[src/hw/rtl/fdls_pkg.sv]
// Shared constants, types and register codes for the smoothed fractional delay line.
// No dependencies; imported by every module of the block but the generic RAM.
package fdls_pkg;

  localparam int BUFFER_DEPTH  = 65536;
  localparam int FRACTION_BITS = 16;
  localparam int SAMPLE_BITS   = 24;

  localparam int ADDR_BITS  = $clog2(BUFFER_DEPTH);
  localparam int DELAY_BITS = 32;
  localparam int COEF_BITS  = 16;
  localparam int POS_BITS   = ADDR_BITS + FRACTION_BITS;
  localparam int CALC_BITS  = DELAY_BITS + 1;

  // Delay span of the whole store, and the first target value that is refused.
  localparam logic [CALC_BITS-1:0] SPAN = CALC_BITS'(BUFFER_DEPTH) << FRACTION_BITS;
  localparam logic [CALC_BITS-1:0] TARGET_LIMIT =
    CALC_BITS'(BUFFER_DEPTH - 1) << FRACTION_BITS;

  localparam logic [COEF_BITS-1:0] RATE_RESET   = COEF_BITS'(66);
  localparam logic [COEF_BITS-1:0] THRESH_RESET = COEF_BITS'(655);

  localparam int FIFO_DEPTH    = 4;
  localparam int FIFO_PTR_BITS = $clog2(FIFO_DEPTH);
  localparam int CNT_BITS      = $clog2(FIFO_DEPTH + 1);

  localparam int PADDR_BITS = 4;
  localparam int PDATA_BITS = 32;

  typedef logic [ADDR_BITS-1:0]          addr_t;
  typedef logic [DELAY_BITS-1:0]         delay_t;
  typedef logic [COEF_BITS-1:0]          coef_t;
  typedef logic signed [SAMPLE_BITS-1:0] sample_t;

  // Register map, word index = paddr[3:2]
  typedef enum logic [1:0] {
    REG_TARGET = 2'd0,
    REG_RATE   = 2'd1,
    REG_THRESH = 2'd2
  } reg_idx_t;

  // Read-side control of one beat: write slot it used and whether the store had wrapped.
  typedef struct packed {
    logic  valid;
    addr_t wp;
    logic  full;
  } rd_ctl_t;

endpackage

[src/hw/rtl/fdls_glide.sv]
// One-pole glide of the current delay toward the target, with snap.
// Depends on fdls_pkg. Update in order: difference, then multiply and apply.
module fdls_glide import fdls_pkg::*; (
  input  logic   clk,
  input  logic   rst,
  input  logic   start,
  input  delay_t target,
  input  coef_t  rate,
  input  coef_t  thresh,
  output delay_t cur_delay
);

  logic   upd;
  delay_t mag;
  logic   up;
  logic   ne;
  logic   snap;

  logic                           up_c;
  delay_t                         mag_c;
  logic [DELAY_BITS+COEF_BITS-1:0] prod;
  delay_t                         step;
  delay_t                         cur_next;

  always_comb begin
    up_c  = target > cur_delay;
    mag_c = up_c ? target - cur_delay : cur_delay - target;
  end

  always_comb begin
    prod = (DELAY_BITS + COEF_BITS)'(mag) * (DELAY_BITS + COEF_BITS)'(rate);
    step = prod[DELAY_BITS+COEF_BITS-1:COEF_BITS];
    if (!ne) begin
      cur_next = cur_delay;
    end else if (snap) begin
      cur_next = target;
    end else if (up) begin
      cur_next = cur_delay + step;
    end else begin
      cur_next = cur_delay - step;
    end
  end

  always_ff @(posedge clk) begin
    if (rst) begin
      upd       <= 1'b0;
      cur_delay <= '0;
    end else begin
      upd <= start;
      if (upd) begin
        cur_delay <= cur_next;
      end
    end
  end

  // snap compares the difference before the step is taken
  always_ff @(posedge clk) begin
    if (start) begin
      mag  <= mag_c;
      up   <= up_c;
      ne   <= target != cur_delay;
      snap <= mag_c < DELAY_BITS'(thresh);
    end
  end

endmodule

[config.mk]
export PLATFORM = sky130hd
export DESIGN_NAME = fdls_glide
export DESIGN_NICKNAME = d
export VERILOG_FILES = /design/src/hw/rtl/fdls_pkg.sv /design/src/hw/rtl/fdls_glide.sv
export SDC_FILE = /design/constraint.sdc
export NUM_CORES = 2
export LEC_CHECK = 0
export BUFFER_PORTS_ARGS = -buffer_cell sky130_fd_sc_hd__clkbuf_2
export CORE_UTILIZATION = 55
export CTS_BUF_LIST = sky130_fd_sc_hd__clkbuf_4
export DETAILED_ROUTE_END_ITERATION = 6
export GPL_ROUTABILITY_DRIVEN = 0
export PLACE_DENSITY = 0.72
export SYNTH_ARGS = -nofsm -noshare
export SYNTH_HDL_FRONTEND = slang
export SYNTH_SLANG_ARGS = --single-unit
[constraint.sdc]
create_clock -name clk -period 17.4 [get_ports clk]
set_input_delay 5.22 -clock clk [delete_from_list [all_inputs] [get_ports clk]]
set_output_delay 5.22 -clock clk [all_outputs]
set_load 0.03 [all_outputs]
==> results.sh <==
export IMPL_clock_latency_ns=0.50
export IMPL_finalWirelength_um=66400
export IMPL_critical_path_peak_fanout=32
export IMPL_clock_sink_count=68
export IMPL_globalRouteTotalUtil=0.296
export IMPL_holdPathStages=2
export IMPL_filler_cell_count=4084
export IMPL_ant_nets=0
export IMPL_post_drt_wl_per_cell_um=18.6
export IMPL_number_of_global_route_vias_before_repair=21400
export IMPL_area_growth_synth_to_final_pct=3.31
export IMPL_max_cap_viol_count=0
export IMPL_tightest_slew_ns=1.05
export IMPL_final_layout_size_suffix_gt1_frac=0.0506
export IMPL_number_of_nets_in_the_final_layout=3696
export IMPL_endpoint_with_the_worst_hold_slack="cur_delay[2]$_SDFFE_PP0P_"
export IMPL_critPathRequiredTime_ns=17.81
export IMPL_worstHoldStart="cur_delay[2]$_SDFFE_PP0P_"
export IMPL_grt_setup_unrepaired="no"
export IMPL_worst_case_reg_to_reg_path_depth=34
export IMPL_fin_crit_sh=0.879
export IMPL_relSlewSlack=0.298
export IMPL_core_area_sq_mm=0.0443
export IMPL_post_cts_setup_buffers=0
export IMPL_drt_iter0_markers=2065
export IMPL_final_period_minus_worst_setup_slack_ns=15.29
export IMPL_row_count=77
export IMPL_vias_per_cell=5.84
export IMPL_seq_area_frac_synth=0.0690
export IMPL_final_setup_viol_count=0
export IMPL_yosysWarningCount=0
export IMPL_postSynth_asyncResetShare=0
export IMPL_critical_path_most_common_cell="sky130_fd_sc_hd__fa_1"
export IMPL_die_width_um=214
export IMPL_synth_area_per_cell_sq_um=8.24
export IMPL_r2r_startpoint="mag[13]$_DFFE_PP_"
export IMPL_critical_path_max_stage_delay_ns=0.60
export IMPL_route_vias_total=20900
export IMPL_hold_fix_buffers_cts=0
export IMPL_port_buffer_count=98
export IMPL_dpl_cell_count=3559
export IMPL_timing_hold_worst_class="flip-flop to flip-flop"
export IMPL_status="finished clean"
export IMPL_fp_dieArea_sq_mm=0.0460
export IMPL_grt_overflow=0
export IMPL_synth_cells=3011
export IMPL_synth_enable_flop_cells=35
export IMPL_clock_skew_final_ns=0.0204
export IMPL_timing_setup_critical_path_class="primary input to flip-flop"
export IMPL_floorplan_initialDensity=0.560
export IMPL_netlist_area_sq_mm=0.0248
export IMPL_clock_path_buffers=2
export IMPL_synth_nets=3729
export IMPL_final_setup_tns_ns=0
export IMPL_tritoncts_clock_tree="done"
export IMPL_cts_root_buffer_cell="sky130_fd_sc_hd__clkbuf_4"
export IMPL_fmaxAchievable_mhz=65.4
export IMPL_cts_buffers_inserted=9
export IMPL_worstSetupStartpoint="rate[2]"
export IMPL_fp_dieH_um=214
export IMPL_io_pin_count=99
export IMPL_drv_slew=0
export IMPL_maximum_number_of_pins_on_one_net_before_global_route_repair=66
export IMPL_synth_cell_type_count=87
export IMPL_report_final_hold_viol_count=0
export IMPL_worstPathArrival_ns=15.70
export IMPL_timing_rr_end="cur_delay[26]$_SDFFE_PP0P_"
export IMPL_initial_antenna_violation_count=1
export IMPL_post_layout_cell_count=3576
export IMPL_cts_htree_levels=3
export IMPL_drc=0
export IMPL_clk_transition_reported_paths_ns=0.12
export IMPL_hpwl_um=54200
export IMPL_synth_flop_cell="sky130_fd_sc_hd__edfxtp_1"
export IMPL_timing_critical_path_to_type="flip-flop"
export IMPL_worstSetupStartpointType="primary input"
export IMPL_drt_pass1_iterations=6
export IMPL_critPathSlowestCell="sky130_fd_sc_hd__clkbuf_2"
export IMPL_flop_and_latch_count_out_of_synthesis=68
export IMPL_cts_resized=0
export IMPL_grt_pass1_wl_um=110000
export IMPL_worst_r2r_setup_slack_ns=6.52
## sequential cells by signal, indices dropped and copies added (netlist names)
name / cells
cur_delay: 32
mag: 32
snap: 1
ne: 1
up: 1
upd: 1
## cell families (layout without fill, tap and decap cells)
kind of cell    Yosys count  in the layout  share of synthesized area
fa+ha+maj               651            651                      0.455
compound gates          524            524                      0.138
other cells               0              1                          0
simple gates            903            903                      0.174
buf+inv                 721            693                      0.111
flops                    68             68                     0.0690
mux                      36             36                     0.0152
xor+xnor                108            108                     0.0381
## worst max path at each step
stage                                       to  slack, ns  cells past startpoint
floorplan           cur_delay[26]$_SDFFE_PP0P_       3.32                     37
global placement    cur_delay[26]$_SDFFE_PP0P_       2.08                     35
detailed placement  cur_delay[26]$_SDFFE_PP0P_       1.93                     36
CTS                 cur_delay[26]$_SDFFE_PP0P_       2.40                     36
global route        cur_delay[28]$_SDFFE_PP0P_       1.55                     35
finish              cur_delay[26]$_SDFFE_PP0P_       2.11                     35
## Yosys cell counts (8+ instances only)
| cell type | instances | area (sq um) |
|---|---|---|
| sky130_fd_sc_hd__o21ai_0 | 81 | 405 |
| sky130_fd_sc_hd__or3_1 | 12 | 75.1 |
| sky130_fd_sc_hd__nor2b_1 | 12 | 75.1 |
| sky130_fd_sc_hd__a31oi_1 | 15 | 93.8 |
| sky130_fd_sc_hd__a211oi_1 | 53 | 398 |
| sky130_fd_sc_hd__and4_1 | 8 | 70.1 |
| sky130_fd_sc_hd__dfxtp_1 | 33 | 661 |
| sky130_fd_sc_hd__o21bai_1 | 31 | 233 |
| sky130_fd_sc_hd__o31ai_1 | 8 | 60.1 |
| sky130_fd_sc_hd__xor2_1 | 52 | 455 |
| sky130_fd_sc_hd__buf_2 | 11 | 55.1 |
| sky130_fd_sc_hd__nand2b_1 | 8 | 50.1 |
| sky130_fd_sc_hd__nor2_1 | 104 | 390 |
| sky130_fd_sc_hd__ha_1 | 231 | 2890 |
| sky130_fd_sc_hd__clkbuf_1 | 130 | 488 |
| sky130_fd_sc_hd__a21oi_1 | 166 | 831 |
| sky130_fd_sc_hd__edfxtp_1 | 35 | 1050 |
| sky130_fd_sc_hd__inv_1 | 573 | 2150 |
| sky130_fd_sc_hd__mux2i_1 | 26 | 260 |
| sky130_fd_sc_hd__a21o_1 | 69 | 518 |
| sky130_fd_sc_hd__nand2_1 | 441 | 1660 |
| sky130_fd_sc_hd__mux2_2 | 9 | 101 |
| sky130_fd_sc_hd__xnor2_1 | 56 | 490 |
| sky130_fd_sc_hd__o21a_1 | 23 | 173 |
| sky130_fd_sc_hd__nand4_1 | 36 | 225 |
| sky130_fd_sc_hd__o211ai_1 | 9 | 67.6 |
| sky130_fd_sc_hd__and3_1 | 10 | 62.6 |
| sky130_fd_sc_hd__nor4_1 | 11 | 68.8 |
| sky130_fd_sc_hd__fa_1 | 420 | 8410 |
| sky130_fd_sc_hd__nor3_1 | 28 | 140 |
| sky130_fd_sc_hd__and2_1 | 174 | 1090 |
| sky130_fd_sc_hd__nand3_1 | 26 | 130 |
## area by class of cell
cell class	count	area [sq um]	area share
antenna	1	2.50	0.0000976
timing repair buffer	104	536	0.0209
tap	592	741	0.0289
sequential	68	1710	0.0668
clock buffer	10	75.1	0.00293
clock inverter	6	55.1	0.00215
multi-input combinational	2222	20400	0.794
inverter	573	2150	0.0839
## critical path: cells and delay by family
family | cells | cell delay (ns)
adders and majority gates | 8 | 3.82
xor gates and xnor gates | 1 | 0.28
buffers and inverters | 6 | 0.87
and+or+nand+nor | 11 | 2.27
AOI/OAI and AO/OA | 9 | 3.22
## through the flow
step / cell area (sq um) / setup slack (ns) / utilization / hold slack, ns
after global routing: 25600 / 1.55 / 0.579 / 0.571
final: 25600 / 2.11 / 0.579 / 0.530
after CTS: 25600 / 2.40 / 0.578 / 0.534
after global placement: 25500 / 2.08 / 0.576 / 0.518
after detailed placement: 25500 / 1.93 / 0.576 / 0.516
after floorplan: 24800 / 3.32 / - / 0.617
## metal layers
metal  wire, um  share of wire  global-route usage
met2      31000           0.47               0.486
met5          0              0                   0
met1      28700           0.43               0.415
met4       1620          0.024              0.0795
met3       5110          0.077              0.0377
## cell usage in the layout (no fill, tap or decap), drive strengths merged, types with 16 or more instances in the layout
| cell | Yosys | final |
|---|---|---|
| nor2 | 104 | 104 |
| o21a | 23 | 23 |
| and2 | 174 | 174 |
| xnor2 | 56 | 56 |
| nor3 | 28 | 28 |
| ha | 231 | 231 |
| inv | 573 | 573 |
| nand3 | 26 | 26 |
| a31oi | 16 | 16 |
| o21ai | 85 | 85 |
| edfxtp | 35 | 35 |
| mux2i | 26 | 26 |
| a211oi | 53 | 53 |
| o21bai | 31 | 31 |
| clkbuf | 130 | 108 |
| nand2 | 441 | 441 |
| a21oi | 166 | 166 |
| nand4 | 36 | 36 |
| fa | 420 | 420 |
| dfxtp | 33 | 33 |
| a21o | 69 | 69 |
| xor2 | 52 | 52 |
Power is left out: the tool's default activity adds up to more than one toggle a clock period on the data nets, which glitch-free logic cannot reach.
