## src/hw/rtl/fdls_pkg.sv

```systemverilog
// Shared constants, types and register codes for the smoothed fractional delay line.
// No dependencies; imported by every module of the block but the generic RAM.
package fdls_pkg;

  localparam int BUFFER_DEPTH  = 65536;
  localparam int FRACTION_BITS = 16;
  localparam int SAMPLE_BITS   = 24;

  localparam int ADDR_BITS  = $clog2(BUFFER_DEPTH);
  localparam int DELAY_BITS = 32;
  localparam int COEF_BITS  = 16;
  localparam int POS_BITS   = ADDR_BITS + FRACTION_BITS;
  localparam int CALC_BITS  = DELAY_BITS + 1;

  // Delay span of the whole store, and the first target value that is refused.
  localparam logic [CALC_BITS-1:0] SPAN = CALC_BITS'(BUFFER_DEPTH) << FRACTION_BITS;
  localparam logic [CALC_BITS-1:0] TARGET_LIMIT =
    CALC_BITS'(BUFFER_DEPTH - 1) << FRACTION_BITS;

  localparam logic [COEF_BITS-1:0] RATE_RESET   = COEF_BITS'(66);
  localparam logic [COEF_BITS-1:0] THRESH_RESET = COEF_BITS'(655);

  localparam int FIFO_DEPTH    = 4;
  localparam int FIFO_PTR_BITS = $clog2(FIFO_DEPTH);
  localparam int CNT_BITS      = $clog2(FIFO_DEPTH + 1);

  localparam int PADDR_BITS = 4;
  localparam int PDATA_BITS = 32;

  typedef logic [ADDR_BITS-1:0]          addr_t;
  typedef logic [DELAY_BITS-1:0]         delay_t;
  typedef logic [COEF_BITS-1:0]          coef_t;
  typedef logic signed [SAMPLE_BITS-1:0] sample_t;

  // Register map, word index = paddr[3:2]
  typedef enum logic [1:0] {
    REG_TARGET = 2'd0,
    REG_RATE   = 2'd1,
    REG_THRESH = 2'd2
  } reg_idx_t;

  // Read-side control of one beat: write slot it used and whether the store had wrapped.
  typedef struct packed {
    logic  valid;
    addr_t wp;
    logic  full;
  } rd_ctl_t;

endpackage

```

## src/hw/rtl/fdls_out_fifo.sv

```systemverilog
// Small output queue that holds finished results until the sink takes them.
// Depends on fdls_pkg.
module fdls_out_fifo import fdls_pkg::*; (
  input  logic    clk,
  input  logic    rst,
  input  logic    push,
  input  sample_t push_data,
  input  logic    pop,
  output logic    out_valid,
  output sample_t out_data
);

  sample_t                  mem [FIFO_DEPTH];
  logic [FIFO_PTR_BITS-1:0] wr_ptr;
  logic [FIFO_PTR_BITS-1:0] rd_ptr;
  logic [CNT_BITS-1:0]      count;

  always_ff @(posedge clk) begin
    if (push) begin
      mem[wr_ptr] <= push_data;
    end
  end

  always_ff @(posedge clk) begin
    if (rst) begin
      wr_ptr <= '0;
      rd_ptr <= '0;
      count  <= '0;
    end else begin
      if (push) begin
        wr_ptr <= wr_ptr + 1'b1;
      end
      if (pop) begin
        rd_ptr <= rd_ptr + 1'b1;
      end
      case ({push, pop})
        2'b10:   count <= count + 1'b1;
        2'b01:   count <= count - 1'b1;
        default: count <= count;
      endcase
    end
  end

  assign out_valid = count != '0;
  assign out_data  = mem[rd_ptr];

endmodule

```

## config.mk

```make
export PLATFORM = sky130hd
export DESIGN_NAME = fdls_out_fifo
export DESIGN_NICKNAME = d
export VERILOG_FILES = /design/src/hw/rtl/fdls_pkg.sv /design/src/hw/rtl/fdls_out_fifo.sv
export SDC_FILE = /design/constraint.sdc
export NUM_CORES = 1
export LEC_CHECK = 0
export BUFFER_PORTS_ARGS = -buffer_cell sky130_fd_sc_hd__clkbuf_2
export CORE_MARGIN = 2
export CORE_UTILIZATION = 28
export CTS_BUF_LIST = sky130_fd_sc_hd__clkbuf_2
export DETAILED_ROUTE_END_ITERATION = 7
export MAX_ROUTING_LAYER = met4
export PLACE_DENSITY_LB_ADDON = 0.05
export SETUP_SLACK_MARGIN = 0.5
export SYNTH_ARGS = -nofsm -noshare
export SYNTH_HDL_FRONTEND = slang
export SYNTH_SLANG_ARGS = --single-unit
```

## constraint.sdc

```tcl
create_clock -name clk -period 4.5 [get_ports clk]
set_input_delay 0.675 -clock clk [delete_from_list [all_inputs] [get_ports clk]]
set_output_delay 0.675 -clock clk [all_outputs]
set_load 0.02 [all_outputs]
```

==> flow_summary.yaml, run 1 <==
power_and_ir_drop:
  worst_ir_drop_vdd_uv: 132
  p_leak_nw: 1.52
  power.density_nw_per_um2: 389
global_route:
  grt_pass1_wl_mm: 11.8
  grt_start_max_net_pins: 25
  grt_usage: 0.116
  grt_antenna_before_repair: 0
  grt_remaining_overflow: 0
  number_of_global_route_vias_before_repair: 2045
drt:
  topRoutingLayerUsed: "met4"
  detail_route.first_pass.iterations: 6
  postRouteAntennaNets: 0
  routed-via-count: 1755
  detail_route.wirelength.met1_mm: 2.94
  drt_first_iter_violations: 100
  routed_wl_mm: 7.62
  vias_per_cell: 4.24
  met2RoutedLength_mm: 4.25
  routed-wl-met3_um: 296
  drc: 0
  routedWlPerCell_um: 18.4
logic_synthesis:
  syn_area_per_cell_sq_um: 23.3
  synth_nets: 202
  synth_area_leader_cell: "edfxtp_1"
  syn-cell-area_sq_um: 3920
  post_synth_main_area_contributors: "edfxtp_1, mux4_2, dfxtp_1"
  yosysTopAreaCellShare: 0.735
  yosys.cell_types.count: 20
  synth_cells: 168
  yosysSeqAreaShare: 0.781
  synth.ff_latch_count: 105
  synthesis_warnings: 0
timing:
  setup_viol: 0
  timing_max_transition_violations_final: 0
  final_critical_path_setup_slack_ps: 1410
  hold_violations: 0
  fmax_mhz: 324
  final.min_clock_period_ps: 3090
  layout_worst_path_cycle_share: 0.686
  measured_slew_at_the_worst_slew_check_pin_ps: 928
  rsz_0062_raised_after_global_routing: "no"
  finalClockSkew_ps: 20.8
  timing.slew.headroom: 0.382
  final.setup.tns_ps: 0
finish:
  n_antenna_cell: 0
  nets: 263
  final_cell_area_sq_um: 4460
  drive_gt1_frac: 0.393
  flow.area_growth_from_synthesis_pct: 13.7
  layout.cells.non_filler: 414
placement:
  pre_cts_worst_setup_slack_ps: 1960
  finalWeightedCongestion: 0.667
  place.port_buffers: 52
  hpwl_mm: 4.86
  postPlaceCellArea_sq_um: 4380
  post-place-cells: 398
die:
  core_sq_um: 13800
  fp.dieW_um: 122
  number_of_cell_rows: 43
  dieHeight_um: 122
  initial_core_util: 0.285
  fp.dieArea_sq_um: 15000
  boundaryPins: 53
hold_path:
  hold_path_class: "primary input to flip-flop"
clock_network:
  cts.reportedPaths.clkPinSlew_ps: 260
  cts_tree: "yes"
  cts.repair.resized: 0
  ctsRootBufferMaster: "clkbuf_2"
  htreeDepth: 3
  worstSkewPairLatency_ps: 580
  postCtsSetupBuffers: 0
  clock_sink_count: 105
  clock_tree.buffer_depth: 2
  cts_hold_repair.buffers: 0
  cts_buffers: 9
worst_setup_path:
  worstSetupStartpointType: "flip-flop"
  crit_path_end_kind: "output pin"
  critical_path_peak_fanout: 24
  timing.setup.critical_path_class: "flip-flop to output pin"
  cp.arrival_ps: 2410
  required_ps: 3830
run_status:
  result_of_the_run: "finished clean"
job:
  max_cap_violations: 0
==> critical path, cell delays in order (launching register included) <==
cell and delay (ps):
dfxtp_2 1000, mux4_1 670, clkbuf_2 170
==> cell usage after synthesis <==
cell type	count
inv_1	3
fa_1	1
a21oi_1	1
clkbuf_1	2
mux2i_1	2
and2_1	4
buf_6	1
mux4_1	4
nor2_1	7
o21ai_0	1
xor2_1	2
dfxtp_1	9
edfxtp_1	96
ha_1	5
or3_1	2
buf_12	2
nand2_1	1
mux4_2	20
xnor2_1	3
buf_2	2
==> per-layer routing <==
metal | global-route usage | vias to the layer above
met1 | 0.121 | 900
met4 | 0.0539 | 0
met2 | 0.203 | 38
met5 | - | -
li1 | - | 808
met3 | 0.0321 | 9
==> cell families (layout without fill, tap and decap cells) <==
group,Yosys count,count (layout),share of synthesized area
DFF,105,105,0.781
AOI/OAI and AO/OA,2,2,0.00255
muxes,26,26,0.147
adders and majority gates,6,6,0.0211
xor gates and xnor gates,5,5,0.0112
buffers and inverters,10,76,0.0204
and+or+nand+nor,14,14,0.0172
==> registers in the layout (all words and copies together), names as in the netlist, named ones only <==
| name | cells |
|---|---|
| wr_ptr | 2 |
| rd_ptr | 2 |
| count | 3 |
| mem | 96 |
==> layout make-up <==
cell class / instances / area, sq um
fillers: 1376 / 9320
flip-flops and latches: 105 / 3060
multi-input cells: 53 / 779
repair buffers: 57 / 298
well taps: 180 / 225
clock buffers: 12 / 60.1
clock inverters: 4 / 20.0
inverters: 3 / 11.3
==> metrics by stage <==
stage                     power [mW]  hold WS, ps  utilization
after CTS                       1.77          207        0.324
after global placement          1.39          463        0.318
after detailed placement        1.40          526        0.318
final                           1.74          286        0.324
after global routing            1.82          198        0.324
after floorplan                 1.32          453            -
==> cells in the final DEF (no fill, tap or decap), drive strengths merged <==
cell / instances
xnor2: 3
buf: 5
edfxtp: 96
xor2: 2
clkinvlp: 1
mux2i: 2
fa: 1
clkinv: 3
and2: 4
o21ai: 1
mux4: 24
clkbuf: 64
ha: 5
a21oi: 1
nor2: 7
nand2: 1
inv: 3
dfxtp: 9
or3: 2
==> report_power, final <==
group	total (mW)	internal, mW	switching (mW)
Sequential	1.15	1.12	0.0317
Clock	0.363	0.0750	0.288
Combinational	0.224	0.0964	0.127
==> worst paths after layout <==
kind            startpoint           end  slack, ps  cells past startpoint
max              flip-flop  out_data[18]       1410                      2
min          push_data[12]    mem[3][12]        290                      1
min reg2reg       count[2]      count[2]        560                      2
max reg2reg      wr_ptr[0]     mem[3][6]       2630                      3
Note: power is estimated with default switching activity, not from simulation.
==> run 2: changes to the inputs <==
==> constraint.sdc (replaced) <==
create_clock -name clk -period 3.2 [get_ports clk]
set_input_delay 0.48 -clock clk [delete_from_list [all_inputs] [get_ports clk]]
set_output_delay 0.48 -clock clk [all_outputs]
set_load 0.02 [all_outputs]
==> run 2 against run 1 <==
Final area is 3.2% higher. Total power is 47% higher. Register-to-register slack worse by 1200 ps. Sequential share of layout area is 2.0 points lower. Clock skew is 5.6 ps higher. First-iteration DRC count is 31% higher. Clock power is 64% higher. Sequential cell count stayed put. Worst setup slack worse by 610 ps. Critical path type unchanged. Largest power group unchanged. Highest routed layer unchanged.
==> flow_summary.yaml, run 2 (same netlist as run 1, synthesis figures left out) <==
placement:
  pre_cts_worst_setup_slack_ps: 966
  postPlaceCellArea_sq_um: 4450
  hpwl_mm: 4.78
  finalWeightedCongestion: 0.691
  place.port_buffers: 52
timing:
  setup_viol: 0
  timing_max_transition_violations_final: 0
  timing.slew.headroom: 0.501
  finalClockSkew_ps: 26.4
  rsz_0062_raised_after_global_routing: "no"
  fmax_mhz: 418
  finalHoldWorstSlack_ps: 131
  final.min_clock_period_ps: 2390
  layout_worst_path_cycle_share: 0.748
  final_critical_path_setup_slack_ps: 808
  hold_violations: 0
  final.setup.tns_ps: 0
  measured_slew_at_the_worst_slew_check_pin_ps: 748
finish:
  n_antenna_cell: 0
  flow.area_growth_from_synthesis_pct: 17.3
  final_cell_area_sq_um: 4600
  mostFrequentLayoutCell: "edfxtp_1"
  regMostFlops: "mem"
  drive_gt1_frac: 0.418
  number_of_flip_flops_under_the_largest_register_name: 96
  layout_top_registers: "mem (96), count (3)"
  nets: 268
  layout_common_cells: "edfxtp_1, clkbuf_2, mux4_2, nor2_1, dfxtp_1"
worst_setup_path:
  timing.setup.critical_path_class: "flip-flop to output pin"
  reg2reg_to: "mem[3][8]"
  worstSetupStartpointType: "flip-flop"
  critical_path_peak_fanout: 13
  critical_path.reg2reg.startpoint: "wr_ptr[0]"
  crit_path_end_kind: "output pin"
  r2r_cells: 3
  required_ps: 2720
  cp.arrival_ps: 1910
  ff2ff_setup_slack_ps: 1480
die:
  number_of_cell_rows: 43
  initial_core_util: 0.285
  core_sq_um: 13800
  boundaryPins: 53
  fp.dieW_um: 122
  dieHeight_um: 122
  fp.dieArea_sq_um: 15000
power_and_ir_drop:
  seq_power_share: 0.628
  clock_power_share: 0.234
  total_switching_power_uw: 642
  worst_ir_drop_vdd_uv: 185
  internal_power_mw: 1.90
  power_switching_share: 0.252
  logic_pwr_share: 0.138
  p_leak_nw: 1.57
  power.density_nw_per_um2: 554
drt:
  detail_route.first_pass.iterations: 4
  routed_wl_mm: 7.19
  drt_first_iter_violations: 131
  routed-via-count: 1807
  postRouteAntennaNets: 0
  routedWlPerCell_um: 17.2
  vias_per_cell: 4.31
  drc: 0
hold_path:
  worstHoldStart: "push_data[10]"
  sink_of_the_worst_hold_path: "mem[2][10]"
  whs_path_depth: 1
  hold_path_class: "primary input to flip-flop"
clock_network:
  clock_tree.buffer_depth: 2
  ctsRootBufferMaster: "clkbuf_2"
  cts_buffers: 9
  cts.reportedPaths.clkPinSlew_ps: 270
  clock_sink_count: 105
  cts_hold_repair.buffers: 0
  cts_tree: "yes"
  worstSkewPairLatency_ps: 540
  htreeDepth: 3
run_status:
  result_of_the_run: "finished clean"
job:
  max_cap_violations: 0
global_route:
  global_route.peak_usage_layer: "met2"
  global_route.usage.met3: 0.0302
  grt_util_met1: 0.114
  number_of_global_route_vias_before_repair: 2011
  grt_start_max_net_pins: 18
  grt_usage: 0.107
  grt_pass1_wl_mm: 11.1
  grt_use_met2: 0.189
  grt_antenna_before_repair: 0
  grt_remaining_overflow: 0
-- run 2: cell count changes in the layout (fill, tap and decap cells not counted), moves of 2 or more --
cell and change:
buf_12 +5, clkinv_2 +2, clkinv_1 -2, clkbuf_2 -3
-- run 2: worst max-delay path, cell delays in order (launching register included) --
cell      delay, ps
dfxtp_4         440
buf_6           230
mux4_2          540
clkbuf_2        170
-- run 2: per-layer routing --
metal,routed length [um],vias up
li1,-,814
met2,3960,36
met3,314,4
met5,0,-
met1,2840,953
met4,73,0
-- run 2: repair_timing --
item | 4_1_cts | 5_1_grt
resized for setup | 2 | 1
buffers inserted | 0 | 4
setup endpoints to repair | 13 | 12
pin swaps | 0 | 0
-- run 2: worst max path at each step --
stage,startpoint,endpoint,slack (ps),cells after the start
after floorplan,push,count[2],1490,6
after global placement,flip-flop,out_data[0],980,3
after detailed placement,flip-flop,out_data[0],970,3
after CTS,flip-flop,out_data[0],530,3
after global routing,flip-flop,out_data[7],650,3
final,flip-flop,out_data[7],810,3
-- run 2: layout make-up --
| cell class | count | area [sq um] |
|---|---|---|
| Clock buffer | 9 | 45.0 |
| Timing Repair Buffer | 62 | 402 |
| Tap cell | 180 | 225 |
| Clock inverter | 7 | 68.8 |
| Fill cell | 1369 | 9170 |
| Inverter | 3 | 11.3 |
| Multi-Input combinational cell | 53 | 779 |
| Sequential cell | 105 | 3070 |
-- run 2: power by group through the flow --
| stage | clock network, mW | registers, mW | logic [mW] |
|---|---|---|---|
| final | 0.595 | 1.60 | 0.352 |
| after global placement | 0 | 1.63 | 0.340 |
| after global routing | 0.686 | 1.61 | 0.382 |
| after floorplan | 0 | 1.62 | 0.235 |
| after detailed placement | 0 | 1.64 | 0.347 |
| after CTS | 0.633 | 1.61 | 0.349 |
-- run 2: metrics by stage --
step	total power, mW	util	std cells
after global routing	2.67	0.334	419
after global placement	1.97	0.323	399
after CTS	2.59	0.332	415
after floorplan	1.85	-	168
after detailed placement	1.98	0.323	399
final	2.55	0.334	419
