$ cat src/hw/rtl/fdls_pkg.sv
// Shared constants, types and register codes for the smoothed fractional delay line.
// No dependencies; imported by every module of the block but the generic RAM.
package fdls_pkg;

  localparam int BUFFER_DEPTH  = 65536;
  localparam int FRACTION_BITS = 16;
  localparam int SAMPLE_BITS   = 24;

  localparam int ADDR_BITS  = $clog2(BUFFER_DEPTH);
  localparam int DELAY_BITS = 32;
  localparam int COEF_BITS  = 16;
  localparam int POS_BITS   = ADDR_BITS + FRACTION_BITS;
  localparam int CALC_BITS  = DELAY_BITS + 1;

  // Delay span of the whole store, and the first target value that is refused.
  localparam logic [CALC_BITS-1:0] SPAN = CALC_BITS'(BUFFER_DEPTH) << FRACTION_BITS;
  localparam logic [CALC_BITS-1:0] TARGET_LIMIT =
    CALC_BITS'(BUFFER_DEPTH - 1) << FRACTION_BITS;

  localparam logic [COEF_BITS-1:0] RATE_RESET   = COEF_BITS'(66);
  localparam logic [COEF_BITS-1:0] THRESH_RESET = COEF_BITS'(655);

  localparam int FIFO_DEPTH    = 4;
  localparam int FIFO_PTR_BITS = $clog2(FIFO_DEPTH);
  localparam int CNT_BITS      = $clog2(FIFO_DEPTH + 1);

  localparam int PADDR_BITS = 4;
  localparam int PDATA_BITS = 32;

  typedef logic [ADDR_BITS-1:0]          addr_t;
  typedef logic [DELAY_BITS-1:0]         delay_t;
  typedef logic [COEF_BITS-1:0]          coef_t;
  typedef logic signed [SAMPLE_BITS-1:0] sample_t;

  // Register map, word index = paddr[3:2]
  typedef enum logic [1:0] {
    REG_TARGET = 2'd0,
    REG_RATE   = 2'd1,
    REG_THRESH = 2'd2
  } reg_idx_t;

  // Read-side control of one beat: write slot it used and whether the store had wrapped.
  typedef struct packed {
    logic  valid;
    addr_t wp;
    logic  full;
  } rd_ctl_t;

endpackage

$ cat src/hw/rtl/fdls_interp.sv
// Read position, store read addresses and linear interpolation.
// Depends on fdls_pkg; drives the two read ports of the sample store.
module fdls_interp import fdls_pkg::*; (
  input  logic    clk,
  input  logic    rst,
  input  rd_ctl_t ctl,
  input  delay_t  cur_delay,
  output addr_t   raddr_a,
  output addr_t   raddr_b,
  input  sample_t rdata_a,
  input  sample_t rdata_b,
  output logic    res_valid,
  output sample_t res_sample
);

  localparam int PROD_BITS = FRACTION_BITS + SAMPLE_BITS + 2;

  logic [CALC_BITS-1:0]     pos_raw;
  logic [CALC_BITS-1:0]     pos_wrap;
  logic [POS_BITS-1:0]      pos;
  addr_t                    idx;
  addr_t                    nxt;
  logic [FRACTION_BITS-1:0] frac_c;

  logic                     v3;
  logic [FRACTION_BITS-1:0] frac3;
  logic                     ok1;
  logic                     ok2;

  sample_t                        s1;
  sample_t                        s2;
  logic signed [SAMPLE_BITS:0]    diff;
  logic signed [PROD_BITS-1:0]    prod_c;

  logic                        v4;
  sample_t                     s1_4;
  logic signed [PROD_BITS-1:0] prod4;
  logic signed [PROD_BITS-1:0] shifted;

  // pos = wp - delay, wrapped into the span
  always_comb begin
    pos_raw  = CALC_BITS'({ctl.wp, {FRACTION_BITS{1'b0}}}) - CALC_BITS'(cur_delay);
    pos_wrap = pos_raw[CALC_BITS-1] ? pos_raw + SPAN : pos_raw;
    pos      = pos_wrap[POS_BITS-1:0];
    idx      = pos[POS_BITS-1:FRACTION_BITS];
    frac_c   = pos[FRACTION_BITS-1:0];
    nxt      = (idx == ADDR_BITS'(BUFFER_DEPTH - 1)) ? '0 : idx + 1'b1;
  end

  assign raddr_a = idx;
  assign raddr_b = nxt;

  // Entries not yet written since reset read as zero: written are 0..wp until the first wrap.
  always_ff @(posedge clk) begin
    frac3 <= frac_c;
    ok1   <= ctl.full || (idx <= ctl.wp);
    ok2   <= ctl.full || (nxt <= ctl.wp);
  end

  always_comb begin
    s1     = ok1 ? rdata_a : '0;
    s2     = ok2 ? rdata_b : '0;
    diff   = (SAMPLE_BITS + 1)'(s2) - (SAMPLE_BITS + 1)'(s1);
    prod_c = PROD_BITS'($signed({1'b0, frac3})) * PROD_BITS'(diff);
  end

  always_ff @(posedge clk) begin
    s1_4  <= s1;
    prod4 <= prod_c;
  end

  always_ff @(posedge clk) begin
    if (rst) begin
      v3 <= 1'b0;
      v4 <= 1'b0;
    end else begin
      v3 <= ctl.valid;
      v4 <= v3;
    end
  end

  // floor division by 2^F, then add; result lies between s1 and s2
  assign shifted    = prod4 >>> FRACTION_BITS;
  assign res_valid  = v4;
  assign res_sample = s1_4 + shifted[SAMPLE_BITS-1:0];

endmodule

$ cat config.mk
export PLATFORM = sky130hd
export DESIGN_NAME = fdls_interp
export DESIGN_NICKNAME = d
export VERILOG_FILES = /design/src/hw/rtl/fdls_pkg.sv /design/src/hw/rtl/fdls_interp.sv
export SDC_FILE = /design/constraint.sdc
export NUM_CORES = 1
export LEC_CHECK = 0
export ABC_AREA = 1
export BUFFER_PORTS_ARGS = -buffer_cell sky130_fd_sc_hd__buf_2
export CORE_MARGIN = 3
export CORE_UTILIZATION = 64
export DETAILED_ROUTE_END_ITERATION = 7
export GPL_TIMING_DRIVEN = 0
export HOLD_SLACK_MARGIN = 0.05
export PLACE_DENSITY = 0.84
export SYNTH_ARGS = -nofsm -noshare
export SYNTH_HDL_FRONTEND = slang
export SYNTH_SLANG_ARGS = --single-unit
$ cat constraint.sdc
create_clock -name clk -period 8.8 [get_ports clk]
set_input_delay 0.88 -clock clk [delete_from_list [all_inputs] [get_ports clk]]
set_output_delay 0.88 -clock clk [all_outputs]
set_load 0.03 [all_outputs]
==> results_dict.tcl, run 1 <==
set metrics [dict create \
    r2r_slack_ns 0.29 \
    drc 0 \
    hold_end "res_valid" \
    met3_usage 0.0899 \
    cts_hold_buf 0 \
    ant_nets 0 \
    drive_gt1_frac 0.113 \
    diodes 0 \
    synth_top_family_by_area "adder cells" \
    max_freq_mhz 117 \
    synth_cell_type_count 50 \
    ys_warn_count 0 \
    gp_congestion 1.01 \
    endpoint_kind "flop" \
    yosysSeqAreaShare 0.0630 \
    muxShareOfSynthArea 0 \
    synthToLayoutAreaGrowth_pct 8.40 \
    fillCellCount 2766 \
    r2r_cells 26 \
    pin_count 157 \
    crit_type "flop to flop" \
    cts_num_sinks 68 \
    ctsLongestPathBuffers 2 \
    grt_max_degree 15 \
    port_buffers 156 \
    initial_core_util 0.657 \
    timing.slew.headroom 0.352 \
    grt_pass1_vias 20600 \
    routedWlPerCell_um 19.3 \
    cts_tree "built" \
    ys_async_sr_fraction 0 \
    final_core_util 0.713 \
    antenna_found_initial 0 \
    drt_first_iter_violations 1674 \
    fin_cells 3557 \
    hold_viol 0 \
    htree_levels 3 \
    synth_nets 3609 \
    netlist_area_um2 21600 \
    hold_depth 2 \
    report.final.setup_viol 0 \
    place_inst 3539 \
    drv_cap 0 \
    hold_class "flop to flop" \
    nNetsFinal 3778 \
    core_um2 32900 \
    setup_ws_ns 0.285 \
    cp_max_fo 10 \
    top_usage_layer "met2" \
    worstPathRequired_ns 9.05 \
    wirelength_um 68700 \
    fp.dieW_um 190 \
    num_vias 19800 \
    finClkSkew_ns 0.0256 \
    min-delay-start "v3" \
    overflow 0 \
    cts-root-buf "clkbuf_16" \
    dp_hpwl_um 58900 \
    grtUsageMet2 0.644 \
    synth_simple_gate_area_frac 0.234 \
    synth_adder_area_share 0.459 \
    fin_crit_ns 8.51 \
    clk_pin_slew_worst_paths_ns 0.09 \
    grt.met1_usage 0.490 \
    regToRegEndpoint "prod4[37]" \
    clkLatencyLatePin_ns 0.38 \
    place_ws_ns -1.05 \
    grt_first_pass_wirelength_um 109000 \
    yosys.area_share.xor_xnor 0.0388 \
    worst_setup_path_start_kind "flop" \
    dieArea_um2 36000 \
    rows 66 \
    cts_buffers 9 \
    ys_ff_latch 68 \
    crit_arrival_ns 8.76 \
    synthFlopType "dfxtp_1" \
    fin_setup_tns_ns 0 \
    reg2reg_from "ok1" \
    synth-edff-count 0 \
    grt_use_total 0.393 \
    die_h_um 190 \
    syn_avg_cell_area_um2 7.35 \
    synth_compound_area_frac 0.0566 \
    drt_first_pass_iters 6 \
    avgViaCountPerCell 5.56 \
    synthCells 2941 \
    tightest_slew_ns 0.972 \
    maxSlewViolCount 0 \
    status "finished clean" \
    finalCritPeriodShare 0.968 \
]
through the flow:
step,hold slack (ns),area [um^2]
global placement,0.400,22900
floorplan,0.388,21600
CTS,0.413,23300
finish,0.409,23400
detailed placement,0.401,22900
global route,0.427,23400
flip-flops by register name (all words and copies together), names as in the netlist:
register and cells:
res_valid 1, frac3 16, prod4 24, s1_4 24, ok1 1, v3 1, ok2 1
per-layer routing:
metal,wire (um),part of all wire,up-vias
met5,0,0,-
met4,4330,0.063,0
met3,7130,0.10,246
met2,31100,0.45,1086
met1,26100,0.38,9398
li1,-,-,9053
how the worst max path moves through the flow:
stage / endpoint / from
3_5_place_dp: prod4[38] / ok1
2_1_floorplan: prod4[38] / rdata_a[0]
5_1_grt: prod4[38] / ok1
3_3_place_gp: prod4[38] / ok1
6_report: prod4[37] / ok1
4_1_cts: prod4[37] / ok1
cell families after synthesis:
group           Yosys count
fa+ha+maj               568
xor+xnor                 94
buf+inv                 832
simple gates           1163
flops                    68
compound gates          216
timing repair:
item / CTS / global route
pin swaps: 0 / 2
cloned: 0 / 0
setup endpoints to repair: 14 / 18
setup buffers: 0 / 2
resized for setup: 22 / 24
final cells by class:
| cell class | count | area (um^2) | area share |
|---|---|---|---|
| repair buffers | 158 | 796 | 0.0340 |
| well taps | 442 | 553 | 0.0236 |
| clock buffers | 9 | 225 | 0.00962 |
| plain buffers | 68 | 360 | 0.0154 |
| flip-flops and latches | 68 | 1370 | 0.0583 |
| multi-input cells | 2041 | 17200 | 0.733 |
| clock inverters | 7 | 82.6 | 0.00353 |
| inverters | 764 | 2880 | 0.123 |
cells in the mapped netlist (2+ instances only):
library cell,instances,area [um^2]
nand2_4,8,90.1
o21ai_0,48,240
nand3_1,125,626
o21ai_1,3,15.0
nand2_2,26,163
a21boi_0,3,22.5
a31o_2,2,17.5
nor3_2,2,20.0
inv_2,13,48.8
nor2_8,3,60.1
nor2_4,6,67.6
nand4_1,22,138
a211oi_1,3,22.5
xor2_1,62,543
buf_4,17,128
nor4_1,4,25.0
clkbuf_1,41,154
a21o_1,16,120
o21a_1,4,30.0
a21oi_1,109,546
nor3_1,17,85.1
ha_1,194,2430
xnor2_1,30,263
or2_2,21,131
o21bai_1,11,82.6
nor2_1,309,1160
or2_1,4,25.0
nand3_2,2,20.0
inv_1,742,2790
o211ai_1,4,30.0
nand2_1,575,2160
fa_1,374,7490
a21oi_2,2,17.5
clkinv_1,9,33.8
nand3b_1,8,60.1
dfxtp_1,68,1360
a31oi_1,7,43.8
buf_2,7,35.0
nor2_2,27,169
o2111ai_1,3,26.3
layout by cell type (no fill, tap or decap), drive strengths merged, types with 2 or more instances in the layout:
master,n
inv,759
nand2,609
fa,374
nor2,345
ha,194
buf,185
nand3,127
a21oi,111
dfxtp,68
xor2,63
o21ai,52
clkbuf,50
xnor2,31
or2,25
nand4,22
nor3,20
a21o,16
o21bai,11
nand3b,10
clkinv,7
a31oi,7
clkinvlp,4
o21a,4
o211ai,4
nor4,4
a21boi,3
a211oi,3
o2111ai,3
a31o,2
critical path, stage by stage (launching register included):
cell and delay [ns]:
dfxtp_4 0.46, clkbuf_2 0.27, nand2_1 0.12, ha_1 0.44
nand4_1 0.16, nor3_1 0.34, a21oi_2 0.15, xnor2_2 0.71
inv_1 0.47, nor2_1 0.28, fa_1 0.45, inv_1 0.08
fa_1 0.44, fa_1 0.51, inv_1 0.05, fa_1 0.49
fa_1 0.49, inv_1 0.06, fa_1 0.58, inv_1 0.06
ha_1 0.38, a21o_1 0.22, a31oi_1 0.23, o21ai_0 0.18
a31oi_2 0.33, nand3_2 0.23, xor2_1 0.21
Power of run 1 is left out: the tool's default activity adds up to more than one toggle a clock period on the data nets, which glitch-free logic cannot reach.
==> run 2: changes to the inputs <==
RECOVER_POWER = 100   (was not set)
==> run 2 against run 1 <==
Fmax is 0.13% higher. Hold slack is essentially flat. First-iteration DRC count rose by 3.6%. Non-clock buffer count stayed put. Clock skew shrank 0.00065 ns. Sequential cell count stayed put. Worst setup slack improved by 0.011 ns. Core utilization decreased by 0.49 points. Global-route usage unchanged. Largest cell class unchanged.
==> results_dict.tcl, run 2 (synthesized netlist as in run 1, its figures left out) <==
set metrics [dict create \
    multi_input_area_um2 17100 \
    grt_pass1_vias 20600 \
    num_vias 19700 \
    pin_count 157 \
    nNetsFinal 3778 \
    dp_hpwl_um 58900 \
    hold_class "flop to flop" \
    gp_congestion 1.01 \
    slowest_stage "fa_1" \
    htree_levels 3 \
    timing.slew.headroom 0.339 \
    report.final.setup_viol 0 \
    finClkSkew_ns 0.0249 \
    worst_setup_path_start_kind "flop" \
    cts_buffers 9 \
    core_um2 32900 \
    avgViaCountPerCell 5.54 \
    rows 66 \
    fp.dieW_um 190 \
    drc 0 \
    initial_core_util 0.657 \
    crit_arrival_ns 8.75 \
    grt_first_pass_wirelength_um 109000 \
    layout_common_cells "743 x inv_1, 578 x nand2_1, 374 x fa_1" \
    grt_use_total 0.393 \
    clk_pin_slew_worst_paths_ns 0.09 \
    fillCellCount 2810 \
    clkLatencyLatePin_ns 0.38 \
    grt_max_degree 15 \
    port_buffers 156 \
    synthToLayoutAreaGrowth_pct 7.66 \
    crit_type "flop to flop" \
    reg_top3 "prod4: 24 flops, s1_4: 24 flops, frac3: 16 flops" \
    die_h_um 190 \
    finalHoldWorstSlack_ns 0.409 \
    cp_max_fo 10 \
    diodes 0 \
    wirelength_um 68600 \
    drv_cap 0 \
    ctsLongestPathBuffers 2 \
    routedWlPerCell_um 19.3 \
    register_area_um2 1370 \
    overflow 0 \
    fin_crit_ns 8.50 \
    cts_hold_buf 0 \
    cts-root-buf "clkbuf_16" \
    final_core_util 0.708 \
    cts_tree "built" \
    hold_viol 0 \
    ant_nets 0 \
    drt_first_pass_iters 6 \
    dieArea_um2 36000 \
    drive_gt1_frac 0.0905 \
    antenna_found_initial 0 \
    maxSlewViolCount 0 \
    drt_first_iter_violations 1735 \
    tightest_slew_ns 0.992 \
    worstPathRequired_ns 9.05 \
    status "finished clean" \
    finalCritPeriodShare 0.966 \
    endpoint_kind "flop" \
    worst_path_largest_cell_delay_ns 0.58 \
    max_freq_mhz 118 \
    cts_num_sinks 68 \
    final_common_cell "inv_1" \
    r2r_slack_ns 0.30 \
]
-- run 2: repair_timing --
item                                    CTS  global route
resized for setup                        22            24
pin swaps                                 0             2
buffers inserted                          0             2
hold endpoints to repair                  0             0
endpoints found under the setup margin   14            18
-- run 2: area by class of cell --
| class | instances | share of cell area |
|---|---|---|
| Inverter | 764 | 0.124 |
| Timing Repair Buffer | 158 | 0.0316 |
| Clock inverter | 7 | 0.00355 |
| Multi-Input combinational cell | 2041 | 0.733 |
| Buffer | 68 | 0.0155 |
| Sequential cell | 68 | 0.0587 |
| Clock buffer | 9 | 0.00968 |
| Tap cell | 442 | 0.0238 |
-- run 2: through the flow --
stage / std cells / setup TNS (ns) / setup WS [ns] / instance area [um^2]
after global placement: 3539 / -3.58 / -0.893 / 22900
after global routing: 3557 / -0.00526 / -0.00526 / 23300
after CTS: 3555 / 0 / 0.00703 / 23300
final: 3557 / 0 / 0.296 / 23300
after floorplan: 2941 / 0 / 1.07 / 21600
after detailed placement: 3539 / -5.25 / -1.05 / 22900
-- run 2: critical path, delay by kind of cell, from the launching register on --
| kind | cells | cell delay (ns) |
|---|---|---|
| buf+inv | 11 | 1.09 |
| compound gates | 5 | 1.00 |
| fa+ha+maj | 9 | 4.01 |
| simple gates | 15 | 1.56 |
| flops | 1 | 0.45 |
| xor+xnor | 1 | 0.20 |
-- run 2: layer usage --
metal  vias up  wire length [um]  global-route usage
met5         -                24                   0
met3       239              6920              0.0899
li1       9042                 -                   -
met4         2              4380               0.201
met2      1053             31100               0.644
met1      9373             26200               0.490
-- run 2: final timing paths --
kind	start	end	depth (start not counted)
setup reg to reg	ok1	prod4[38]	41
hold / removal	v3	res_valid	2
setup / recovery	ok1	prod4[38]	41
hold reg to reg	v3	res_valid	2
Power of run 2 is left out for the same reason.
